**src/rtl/hla_pkg.sv**
```systemverilog
// Package of the hex label assembler: opcodes, scan modes, character codes,
// the digit decoder and the label memory control struct. No dependencies.
`default_nettype none

package hla_pkg;

	localparam logic [1:0] OP_PASS1 = 2'd0;
	localparam logic [1:0] OP_PASS2 = 2'd1;
	localparam logic [1:0] OP_START = 2'd2;

	localparam logic [1:0] MODE_NORMAL  = 2'd0;
	localparam logic [1:0] MODE_COMMENT = 2'd1;
	localparam logic [1:0] MODE_LABEL   = 2'd2;
	localparam logic [1:0] MODE_POINTER = 2'd3;

	localparam logic [7:0] CH_LF      = 8'd10;
	localparam logic [7:0] CH_CR      = 8'd13;
	localparam logic [7:0] CH_HASH    = 8'd35;
	localparam logic [7:0] CH_ZERO    = 8'd48;
	localparam logic [7:0] CH_NINE    = 8'd57;
	localparam logic [7:0] CH_COLON   = 8'd58;
	localparam logic [7:0] CH_SEMI    = 8'd59;
	localparam logic [7:0] CH_AT      = 8'd64;
	localparam logic [7:0] CH_UPPER_A = 8'd65;
	localparam logic [7:0] CH_UPPER_Z = 8'd90;
	localparam logic [7:0] CH_LOWER_A = 8'd97;
	localparam logic [7:0] CH_LOWER_Z = 8'd122;
	localparam logic [7:0] UPPER_OFS  = 8'd55;
	localparam logic [7:0] LOWER_OFS  = 8'd87;

	localparam int LABEL_COUNT = 256;
	localparam int LABEL_IDX_W = 8;

	typedef struct packed {
		logic                   ok;
		logic [5:0]             val;
	} digit_t;

	typedef struct packed {
		logic                   wr_en;
		logic [LABEL_IDX_W-1:0] wr_idx;
		logic                   rd_en;
		logic [LABEL_IDX_W-1:0] rd_idx;
	} mem_ctl_t;

	function automatic digit_t digit_of(input logic [7:0] c);
		digit_t r;
		logic [7:0] v;
		r.ok = 1'b1;
		v    = 8'd0;
		if (c inside {[CH_ZERO:CH_NINE]}) begin
			v = c - CH_ZERO;
		end else if (c inside {[CH_LOWER_A:CH_LOWER_Z]}) begin
			v = c - LOWER_OFS;
		end else if (c inside {[CH_UPPER_A:CH_UPPER_Z]}) begin
			v = c - UPPER_OFS;
		end else begin
			r.ok = 1'b0;
		end
		r.val = v[5:0];
		return r;
	endfunction

endpackage

`default_nettype wire

```
**src/rtl/hla_label_mem.sv**
```systemverilog
// Label table: one synchronous RAM with a registered read port and
// per-entry valid flops so that unwritten labels read as zero. Uses hla_pkg.
`default_nettype none

module hla_label_mem
	import hla_pkg::*;
#(
	parameter int DATA_W = 16
) (
	input  wire logic              clk,
	input  wire logic              arst_n,
	input  wire mem_ctl_t          ctl,
	input  wire logic [DATA_W-1:0] wr_data,
	output logic      [DATA_W-1:0] rd_data
);

	logic [DATA_W-1:0]      mem [LABEL_COUNT];
	logic [LABEL_COUNT-1:0] valid_q;
	logic [DATA_W-1:0]      rd_q;
	logic                   rd_valid_q;

	always_ff @(posedge clk) begin
		if (ctl.wr_en) begin
			mem[ctl.wr_idx] <= wr_data;
		end
		if (ctl.rd_en) begin
			rd_q <= mem[ctl.rd_idx];
		end
	end

	always_ff @(posedge clk or negedge arst_n) begin
		if (!arst_n) begin
			valid_q    <= '0;
			rd_valid_q <= 1'b0;
		end else begin
			if (ctl.wr_en) begin
				valid_q[ctl.wr_idx] <= 1'b1;
			end
			if (ctl.rd_en) begin
				rd_valid_q <= valid_q[ctl.rd_idx];
			end
		end
	end

	assign rd_data = rd_valid_q ? rd_q : '0;

endmodule

`default_nettype wire

```
**src/rtl/hex_label_assembler_unit.sv**
```systemverilog
// Top level of the two-pass hex label assembler: scanner, result stage and
// output register. Uses hla_pkg and the label RAM in hla_label_mem.
//
// The block takes source text one byte per transaction on the slave stream,
// with tuser telling the pass (pass one, pass two, or start of a pass), and
// emits assembled bytes on the master stream, tlast marking the last byte
// that one input byte caused. Pass one records the byte address of every
// ":x" label; pass two turns digit pairs into bytes and "@x" into a 16-bit
// big-endian relative offset (label minus address plus two, two's
// complement). A stream is taken at one byte per clock as long as the
// master side keeps up and no pointer is being sent. A pointer in pass
// two produces two output transactions and holds the input until its low
// byte is loaded into the single output register, which moves one byte a
// cycle while the master side keeps up. The label table sits in one
// synchronous RAM read at the cycle a byte is accepted; its registered data
// is used in the next cycle by the result stage. Label entries come out of
// reset as zero through valid flops, so no clearing pass follows reset.
// Each result passes through the result stage and then the output register.
`default_nettype none

module hex_label_assembler_unit
	import hla_pkg::*;
#(
	parameter int ADDR_WIDTH = 16
) (
	input  wire logic       clk,
	input  wire logic       arst_n,
	input  wire logic       s_tvalid,
	output logic            s_tready,
	input  wire logic [7:0] s_tdata,   // [7:0] ch
	input  wire logic [1:0] s_tuser,   // [1:0] op
	output logic            m_tvalid,
	input  wire logic       m_tready,
	output logic      [7:0] m_tdata,   // [7:0] out_byte
	output logic            m_tlast
);

	// Scanner state, updated at each accepted transaction.
	logic [ADDR_WIDTH-1:0] addr_q;
	logic                  odd_q;
	logic [5:0]            hn_q;
	logic [1:0]            mode_q;

	logic [ADDR_WIDTH-1:0] addr_d;
	logic                  odd_d;
	logic [5:0]            hn_d;
	logic [1:0]            mode_d;

	// Result stage: one pending byte or pointer.
	logic                  v_s1;
	logic                  ptr_s1;
	logic                  phase_q;
	logic [7:0]            byte_s1;
	logic [ADDR_WIDTH-1:0] addr_s1;

	// Output register.
	logic                  o_v_q;
	logic [7:0]            o_byte_q;
	logic                  o_last_q;

	logic                  accept;
	logic                  second;
	logic                  push;
	logic                  push_ptr;
	logic [7:0]            push_byte;
	digit_t                dig;
	mem_ctl_t              mem_ctl;
	logic [ADDR_WIDTH-1:0] target;
	logic [15:0]           tgt16;
	logic [15:0]           adr16;
	logic [15:0]           offset;
	logic [7:0]            beat_byte;
	logic                  beat_last;
	logic                  out_load;
	logic                  beat_move;

	assign second = (s_tuser == OP_PASS2);
	assign dig    = digit_of(s_tdata);

	// Scanner: decides the next state and whether this byte yields a result.
	always_comb begin
		addr_d      = addr_q;
		odd_d       = odd_q;
		hn_d        = hn_q;
		mode_d      = mode_q;
		push        = 1'b0;
		push_ptr    = 1'b0;
		push_byte   = {hn_q[3:0], 4'b0000} + {2'b00, dig.val};
		mem_ctl.wr_en  = 1'b0;
		mem_ctl.wr_idx = s_tdata;
		mem_ctl.rd_en  = accept;
		mem_ctl.rd_idx = s_tdata;
		if (s_tuser == OP_START) begin
			addr_d = '0;
			odd_d  = 1'b0;
			hn_d   = '0;
			mode_d = MODE_NORMAL;
		end else if (s_tuser == OP_PASS1 || s_tuser == OP_PASS2) begin
			case (mode_q)
				MODE_COMMENT: begin
					if (s_tdata == CH_LF || s_tdata == CH_CR) begin
						mode_d = MODE_NORMAL;
					end
				end
				MODE_LABEL: begin
					mode_d        = MODE_NORMAL;
					mem_ctl.wr_en = accept && !second;
				end
				MODE_POINTER: begin
					mode_d   = MODE_NORMAL;
					addr_d   = addr_q + ADDR_WIDTH'(2);
					push     = second;
					push_ptr = 1'b1;
				end
				default: begin
					if (s_tdata == CH_COLON) begin
						mode_d = MODE_LABEL;
					end else if (s_tdata == CH_AT) begin
						mode_d = MODE_POINTER;
					end else if (s_tdata == CH_HASH || s_tdata == CH_SEMI) begin
						mode_d = MODE_COMMENT;
					end else if (dig.ok) begin
						if (odd_q) begin
							odd_d  = 1'b0;
							addr_d = addr_q + ADDR_WIDTH'(1);
							if (second) begin
								hn_d = '0;
								push = 1'b1;
							end
						end else begin
							odd_d = 1'b1;
							if (second) begin
								hn_d = dig.val;
							end
						end
					end
				end
			endcase
		end
	end

	hla_label_mem #(
		.DATA_W (ADDR_WIDTH)
	) u_mem (
		.clk     (clk),
		.arst_n  (arst_n),
		.ctl     (mem_ctl),
		.wr_data (addr_q),
		.rd_data (target)
	);

	// The offset is formed in 16 bits whatever the address width.
	generate
		if (ADDR_WIDTH >= 16) begin : g_trunc
			assign tgt16 = target[15:0];
			assign adr16 = addr_s1[15:0];
		end else begin : g_ext
			assign tgt16 = {{(16-ADDR_WIDTH){1'b0}}, target};
			assign adr16 = {{(16-ADDR_WIDTH){1'b0}}, addr_s1};
		end
	endgenerate

	assign offset = tgt16 - adr16 + 16'd4;

	// A pointer goes out as high byte, then low byte; a digit pair is one beat.
	assign beat_byte = ptr_s1 ? (phase_q ? offset[7:0] : offset[15:8]) : byte_s1;
	assign beat_last = !ptr_s1 || phase_q;
	assign out_load  = !o_v_q || m_tready;
	assign beat_move = v_s1 && out_load;
	assign s_tready  = !v_s1 || (beat_move && beat_last);
	assign accept    = s_tvalid && s_tready;

	always_ff @(posedge clk or negedge arst_n) begin
		if (!arst_n) begin
			addr_q  <= '0;
			odd_q   <= 1'b0;
			hn_q    <= '0;
			mode_q  <= MODE_NORMAL;
			v_s1    <= 1'b0;
			phase_q <= 1'b0;
			o_v_q   <= 1'b0;
		end else begin
			if (accept) begin
				addr_q <= addr_d;
				odd_q  <= odd_d;
				hn_q   <= hn_d;
				mode_q <= mode_d;
			end
			if (accept) begin
				v_s1    <= push;
				phase_q <= 1'b0;
			end else if (beat_move) begin
				if (beat_last) begin
					v_s1 <= 1'b0;
				end
				phase_q <= 1'b1;
			end
			if (out_load) begin
				o_v_q <= v_s1;
			end
		end
	end

	always_ff @(posedge clk) begin
		if (accept) begin
			ptr_s1  <= push_ptr;
			byte_s1 <= push_byte;
			addr_s1 <= addr_d;
		end
		if (beat_move) begin
			o_byte_q <= beat_byte;
			o_last_q <= beat_last;
		end
	end

	assign m_tvalid = o_v_q;
	assign m_tdata  = o_byte_q;
	assign m_tlast  = o_last_q;

endmodule

`default_nettype wire

```
**config.mk**
```make
export PLATFORM = sky130hd
export DESIGN_NAME = hex_label_assembler_unit
export DESIGN_NICKNAME = d
export VERILOG_FILES = /design/src/rtl/hla_pkg.sv /design/src/rtl/hla_label_mem.sv /design/src/rtl/hex_label_assembler_unit.sv
export SDC_FILE = /design/constraint.sdc
export NUM_CORES = 2
export LEC_CHECK = 0
export ABC_AREA = 1
export BUFFER_PORTS_ARGS = -buffer_cell sky130_fd_sc_hd__buf_4
export CAP_MARGIN = 20
export CORE_MARGIN = 2
export CORE_UTILIZATION = 30
export DETAILED_ROUTE_END_ITERATION = 10
export HOLD_SLACK_MARGIN = 0.1
export SLEW_MARGIN = 40
export SYNTH_ARGS = -nofsm -noshare
export SYNTH_HDL_FRONTEND = slang
export SYNTH_SLANG_ARGS = --single-unit
```
**constraint.sdc**
```tcl
create_clock -name clk -period 7.7 [get_ports clk]
set_input_delay 0 -clock clk [delete_from_list [all_inputs] [get_ports clk]]
set_output_delay 0 -clock clk [all_outputs]
set_load 0.02 [all_outputs]
```
Yosys cells after proc, flatten, opt, wreduce, memory -nomap -nowiden
Memory sizes are Yosys's and may differ from the RTL's. A register that Yosys moved wholly into a read port is not among the register bits.
Index checks and enable logic that the tools add are counted.
- register bits after elaboration: 317
- memory bits (writable): 4096
- bits of input ports: 14
- output and inout bits: 11
- word-level logic and storage cells: 148
- memories: 1
- add/subtract/negate cells: 8
- magnitude comparators: 8
- equal/unequal tests: 16
- mux-type cells: 66
- bitwise logic cells: 2
- reduce and logical (&&, ||, !) cells: 33
- memories (memory ; depth ; width ; read ports ; clocked after Yosys merged registers in ; wr ports ; RTL line ; text):
    u_mem.mem ; 256 ; 16 ; 1 ; 1 ; 1 ; hla_label_mem.sv:17 ; logic [DATA_W-1:0] mem [LABEL_COUNT];
- operators by type and width (operator ; number):
    256-bit OR ; 1
    16-bit two-way mux ; 8
    4-bit two-way mux ; 10
    1-bit two-way mux ; 32
    16-bit one-hot mux with 2 select lines ; 1
    8-bit by 6-bit == test with 1-bit output, second input constant ; 3
    6-bit two-way mux ; 3
    16-bit by 1-bit adder with 16-bit output, second input constant ; 1
    16-bit by 2-bit adder with 16-bit output, second input constant ; 1
    16-bit by 3-bit adder with 16-bit output, second input constant ; 1
    8-bit by 4-bit == test with 1-bit output, second input constant ; 2
    8-bit by 7-bit greater-or-equal comparator with 1-bit output, second input constant ; 2
    8-bit by 7-bit <= comparator with 1-bit output, second input constant ; 2
    8-bit two-way mux ; 2
    16-bit subtractor ; 1
    2-bit two-way mux ; 6
    6-bit subtractor, second input constant ; 2
    2-bit nonzero test ; 5
    8-bit by 9-bit < comparator with 1-bit output, second input constant ; 1
    8-bit by 6-bit adder with 8-bit output ; 1
    1-bit binary-select mux with 8-bit select ; 1
    1-bit demux with 8-bit select ; 1
    8-bit by 7-bit == test with 1-bit output, second input constant ; 1
    8-bit by 1-bit greater-or-equal comparator with 1-bit output, second input constant ; 1
    other kinds (22) ; 44

Logic depth before layout (Yosys ltp)
- word-level depth: 14
- mapped depth: 21
- depth with buffers taken out: 16

Cells and area by module
A second synthesis with hierarchy kept.
- cells, all modules: 14744
- area, all modules: 179269.4 µm²
- modules (own cells, without submodules) (module ; times used ; cells an instance ; area each (µm²) ; seq. area each (µm²)):
    hla_label_mem ; 1 ; 14030 ; 173968.1 ; 129909.6
    hex_label_assembler_unit ; 1 ; 714 ; 5301.3 ; 1671.6

Worst setup path before layout
Ideal clock, no wire load.
- kind: reg2reg
- from: register addr_q[2]
- to: register addr_s1[13], data pin
- library setup time: 0.269 ns
- arrival: 5.096 ns
- data required time: 7.431 ns
- path slack: 2.335 ns
- cell stages (with the launch flop): 11
- buffers on the path: 0
- clock period less this slack: 5.365 ns
- path through: dfrtp_1 ha_1 nand3_1 nor2_1 nand4_1 nand2_1 inv_1 o21ai_0 o21ai_0 o21ai_0 a21boi_0
- longest elaborated chain between the ends: 9
- elaborated cells on any way between the ends: 10
- classes of those cells: 2 x add/sub; 8 x mux
- RTL lines (what ; RTL line ; text):
    from (decl) ; hex_label_assembler_unit.sv:39 ; logic [ADDR_WIDTH-1:0] addr_q;
    from (signal assigned) ; hex_label_assembler_unit.sv:184 ; addr_q <= addr_d;
    16-bit by 1-bit adder with 16-bit output ; hex_label_assembler_unit.sv:125 ; addr_d = addr_q + ADDR_WIDTH'(1);
    16-bit two-way mux ; hex_label_assembler_unit.sv:123 ; if (odd_q) begin
    16-bit two-way mux ; hex_label_assembler_unit.sv:122 ; end else if (dig.ok) begin
    16-bit two-way mux ; hex_label_assembler_unit.sv:120 ; end else if (s_tdata == CH_HASH || s_tdata == CH_SEMI) begin
    16-bit two-way mux ; hex_label_assembler_unit.sv:118 ; end else if (s_tdata == CH_AT) begin
    16-bit two-way mux ; hex_label_assembler_unit.sv:116 ; if (s_tdata == CH_COLON) begin
    16-bit one-hot mux with 2 select lines (*) ; hex_label_assembler_unit.sv:99 ; case (mode_q)
    16-bit two-way mux (*) ; hex_label_assembler_unit.sv:98 ; end else if (s_tuser == OP_PASS1 || s_tuser == OP_PASS2) begin
    16-bit two-way mux (*) ; hex_label_assembler_unit.sv:93 ; if (s_tuser == OP_START) begin
    via addr_d[13] ; hex_label_assembler_unit.sv:44 ; logic [ADDR_WIDTH-1:0] addr_d;
    to (signal assigned) ; hex_label_assembler_unit.sv:208 ; addr_s1 <= addr_d;
    to (decl) ; hex_label_assembler_unit.sv:54 ; logic [ADDR_WIDTH-1:0] addr_s1;
The timed path passes the listed nets; every way through them passes the cells marked *.
A chain may end at the register's enable or synchronous reset.

Final worst setup path
- from: register ptr_s1
- to: memory u_mem.mem[137][13], enable pin
- longest elaborated chain between the ends: 11
- RTL lines (what ; RTL line ; text):
    from (decl) ; hex_label_assembler_unit.sv:51 ; logic ptr_s1;
    from (signal assigned) ; hex_label_assembler_unit.sv:206 ; ptr_s1 <= push_ptr;
    1-bit zero test ; hex_label_assembler_unit.sv:167 ; assign beat_last = !ptr_s1 || phase_q;
    1-bit logical OR ; hex_label_assembler_unit.sv:167 ;
    1-bit logical AND ; hex_label_assembler_unit.sv:170 ; assign s_tready = !v_s1 || (beat_move && beat_last);
    1-bit logical OR ; hex_label_assembler_unit.sv:170 ;
    1-bit logical AND ; hex_label_assembler_unit.sv:171 ; assign accept = s_tvalid && s_tready;
    1-bit logical AND ; hex_label_assembler_unit.sv:107 ; mem_ctl.wr_en = accept && !second;
    1-bit two-way mux ; hex_label_assembler_unit.sv:99 ;
    1-bit two-way mux ; hex_label_assembler_unit.sv:98 ;
    1-bit two-way mux ; hex_label_assembler_unit.sv:93 ;
    1-bit two-way mux ; hla_label_mem.sv:23 ; if (ctl.wr_en) begin
    1-bit two-way mux (implied by the code) ; hla_label_mem.sv:24 ; mem[ctl.wr_idx] <= wr_data;
    to (decl) ; hla_label_mem.sv:17 ;
No other way between the ends.

==> out/metrics.yaml <==
hold_class: "input pin to flip-flop"
place_congestion: 0.869
post_cts_buffers: 0
die-area_mm2: 0.593
end_kind: "flip-flop"
vias_per_cell: 5.26
ys_seq_elements: 4429
wirelength_mm: 537
grt_pass1_wl_mm: 768
die_x_um: 770
max_freq_ghz: 0.186
p_per_area_mw_per_mm2: 267
rsz0062_at_grt: "false"
core_mm2: 0.585
instances_no_fill: 22030
synthToLayoutAreaGrowth_pct: 14.2
cts_max_path_buffers: 4
io_pins: 25
drcViolationCount: 0
cp-startpoint: "ptr_s1"
initial_utilization_pct: 30.1
synth.area.top_cells: "edfxtp_1 71%, o21ai_0 6.1%, nor2_1 5.4%"
drt_iter0_drc: 16168
tightest_slew_ns: 0.919
dp_hpwl_mm: 307
drive_above_1_share_pct: 9.80
critPathMaxFanout: 49
drv_slew: 0
dpl_worst_slack_ns: 2.30
setup_ws_ns: 2.31
vias: 115807
irDropWorstVdd_mv: 0.226
root_buffer: "clkbuf_16"
syn_avg_cell_area_um2: 12.7
arrival_ns: 6.10
synth.distinct_cells: 48
syn_inst: 13896
cts_tree: "built"
synth_warnings: 0
syn_area_mm2: 0.176
grtUsageTotal_pct: 17.3
endpoint: "u_mem.mem[137][13]"
dr.pass1.iters: 9
outcome: "complete, no violations"
postLayoutCellArea_mm2: 0.201
max-cap-violations: 0
io_buffers: 24
placed_area_mm2: 0.186
yosys.area.top_type: "edfxtp_1"
grt_max_degree: 186
nNetsFinal: 13917
rows: 281
final_cell_mix: "4146 x edfxtp_1, 2481 x nor2_1, 2151 x o21ai_0"
layout_commonest_cell: "edfxtp_1"
r2r_cells: 14
power_leakage_uw: 0.0663
finalSetupViolCount: 0
r2r_start: "ptr_s1"
final.min_clock_period_ns: 5.39
clk_pin_slew_ns: 0.07
clk-insertion-delay-late_ns: 1.01
critPathKind: "flip-flop to flip-flop"
grt_antenna_before_repair: 38
grt-ovfl-total: 0
clock_sinks: 4429
seq_area_frac_synth_pct: 74.8
routedWlPerCell_um: 24.4
fin_crit_sh_pct: 70.0
max_slew_margin_pct: 38.5
reg2reg_to: "u_mem.mem[137][13]"
fin_skew_ns: 0.0682
yosysTopAreaCellShare_pct: 70.8
finalHoldViolCount: 0
fin_tns_setup_ns: 0
grt_pass1_vias: 107477
die_h_um: 770
cts_buffers: 440
ctsHtreeMaxLevel: 5
setup.worst_path.start_class: "flip-flop"
reg2reg_slack_ns: 2.31
ant_nets: 0
placed_cells: 21160
cp.required_ns: 8.41
synth_fp_nets: 13962
## per-layer routing
layer | up-vias | track usage [%] | part of all wire, %
li1 | 50856 | - | -
met3 | 986 | 3.25 | 10
met1 | 57908 | 24.4 | 41
met5 | - | 0 | 0.026
met2 | 6037 | 26.4 | 44
met4 | 20 | 6.88 | 4.4
## timing repair
item,in CTS,in global routing
resized for setup,0,0
hold endpoints to repair,477,0
hold buffers,18,0
## synth_stat cells (all sizes together)
master  number
xor2        11
o211ai      53
inv        227
o21bai       5
nand4      213
nand2     1269
a41oi        4
a211oi      24
o221ai       4
o31ai        3
nor3b        1
a22o         9
a221oi       8
nor2      2532
buf        438
ha          50
and3         2
clkbuf     518
edfxtp    4146
nand3b       2
a21boi      12
o22ai     1016
a31oi       11
or2        203
nor3        11
dfrtp      283
a21oi      249
o211a        5
nor4         2
nand3      156
fa           2
o21ai     2420
xnor2        3
clkinv       3
and2         1
## power breakdown
group          leakage, uW  internal, uW  switching, uW  total [uW]
logic               0.0179           898           3620        4520
registers           0.0414         27300            266       27600
clock network      0.00699         12100           9330       21400
## through the flow
stage	hold slack (ns)	util, %	power (uW)
4_1_cts	0.118	34.3	53600
3_5_place_dp	0.00949	31.8	32500
2_1_floorplan	-0.296	-	30400
6_report	0.223	34.3	53500
3_3_place_gp	0.0121	31.7	32400
5_1_grt	0.178	34.3	54900
## cells by family (layout without fill, tap and decap cells)
| family | after synthesis | in the layout | share of synthesized area, % |
|---|---|---|---|
| adder cells (fa/ha/maj) | 52 | 52 | 0.378 |
| flip-flops | 4429 | 4429 | 74.8 |
| AO/OA/AOI/OAI | 3823 | 3823 | 11.8 |
| other | 0 | 9 | 0 |
| AND/OR/NAND/NOR | 4392 | 4392 | 10.1 |
| XOR/XNOR | 14 | 14 | 0.0697 |
| buffers and inverters | 1186 | 1529 | 2.85 |
## layout make-up
cell class / count / area [um^2]
Tap cell: 7782 / 9740
Inverter: 230 / 900
Antenna cell: 9 / 22.5
Multi-Input combinational cell: 8281 / 39800
Clock inverter: 223 / 2220
Sequential cell: 4429 / 132000
Clock buffer: 607 / 12100
Fill cell: 56717 / 384000
Timing Repair Buffer: 469 / 4560
## state kept, by name, indices dropped and copies added (netlist names), 2 cells and up
name           flops
addr_q            16
u_mem.mem       4096
addr_s1           16
m_tdata            8
u_mem.valid_q    256
mode_q             2
hn_q               4
u_mem.rd_q        16
byte_s1            8
## worst min path at each step
stage | start | endpoint | cells after the start
after floorplan | arst_n | addr_q[0] | 0
after global placement | arst_n | u_mem.valid_q[103] | 1
after detailed placement | arst_n | u_mem.valid_q[103] | 1
after CTS | s_tdata[4] | byte_s1[4] | 6
after global routing | s_tdata[4] | byte_s1[4] | 6
final | s_tdata[4] | u_mem.rd_q[15] | 7
## critical path, cell delays in order (launching register included)
cell	delay (ns)
edfxtp_1	0.55
inv_2	0.17
nor2_1	0.11
o21ai_1	0.27
nand2_1	0.39
inv_2	0.12
buf_4	0.28
buf_12	0.30
nand2_1	0.15
inv_2	0.38
buf_4	0.60
nand2_1	0.34
buf_4	0.38
nor2_1	0.66
buf_4	0.30
No activity file was read; power rests on OpenSTA's default activity.
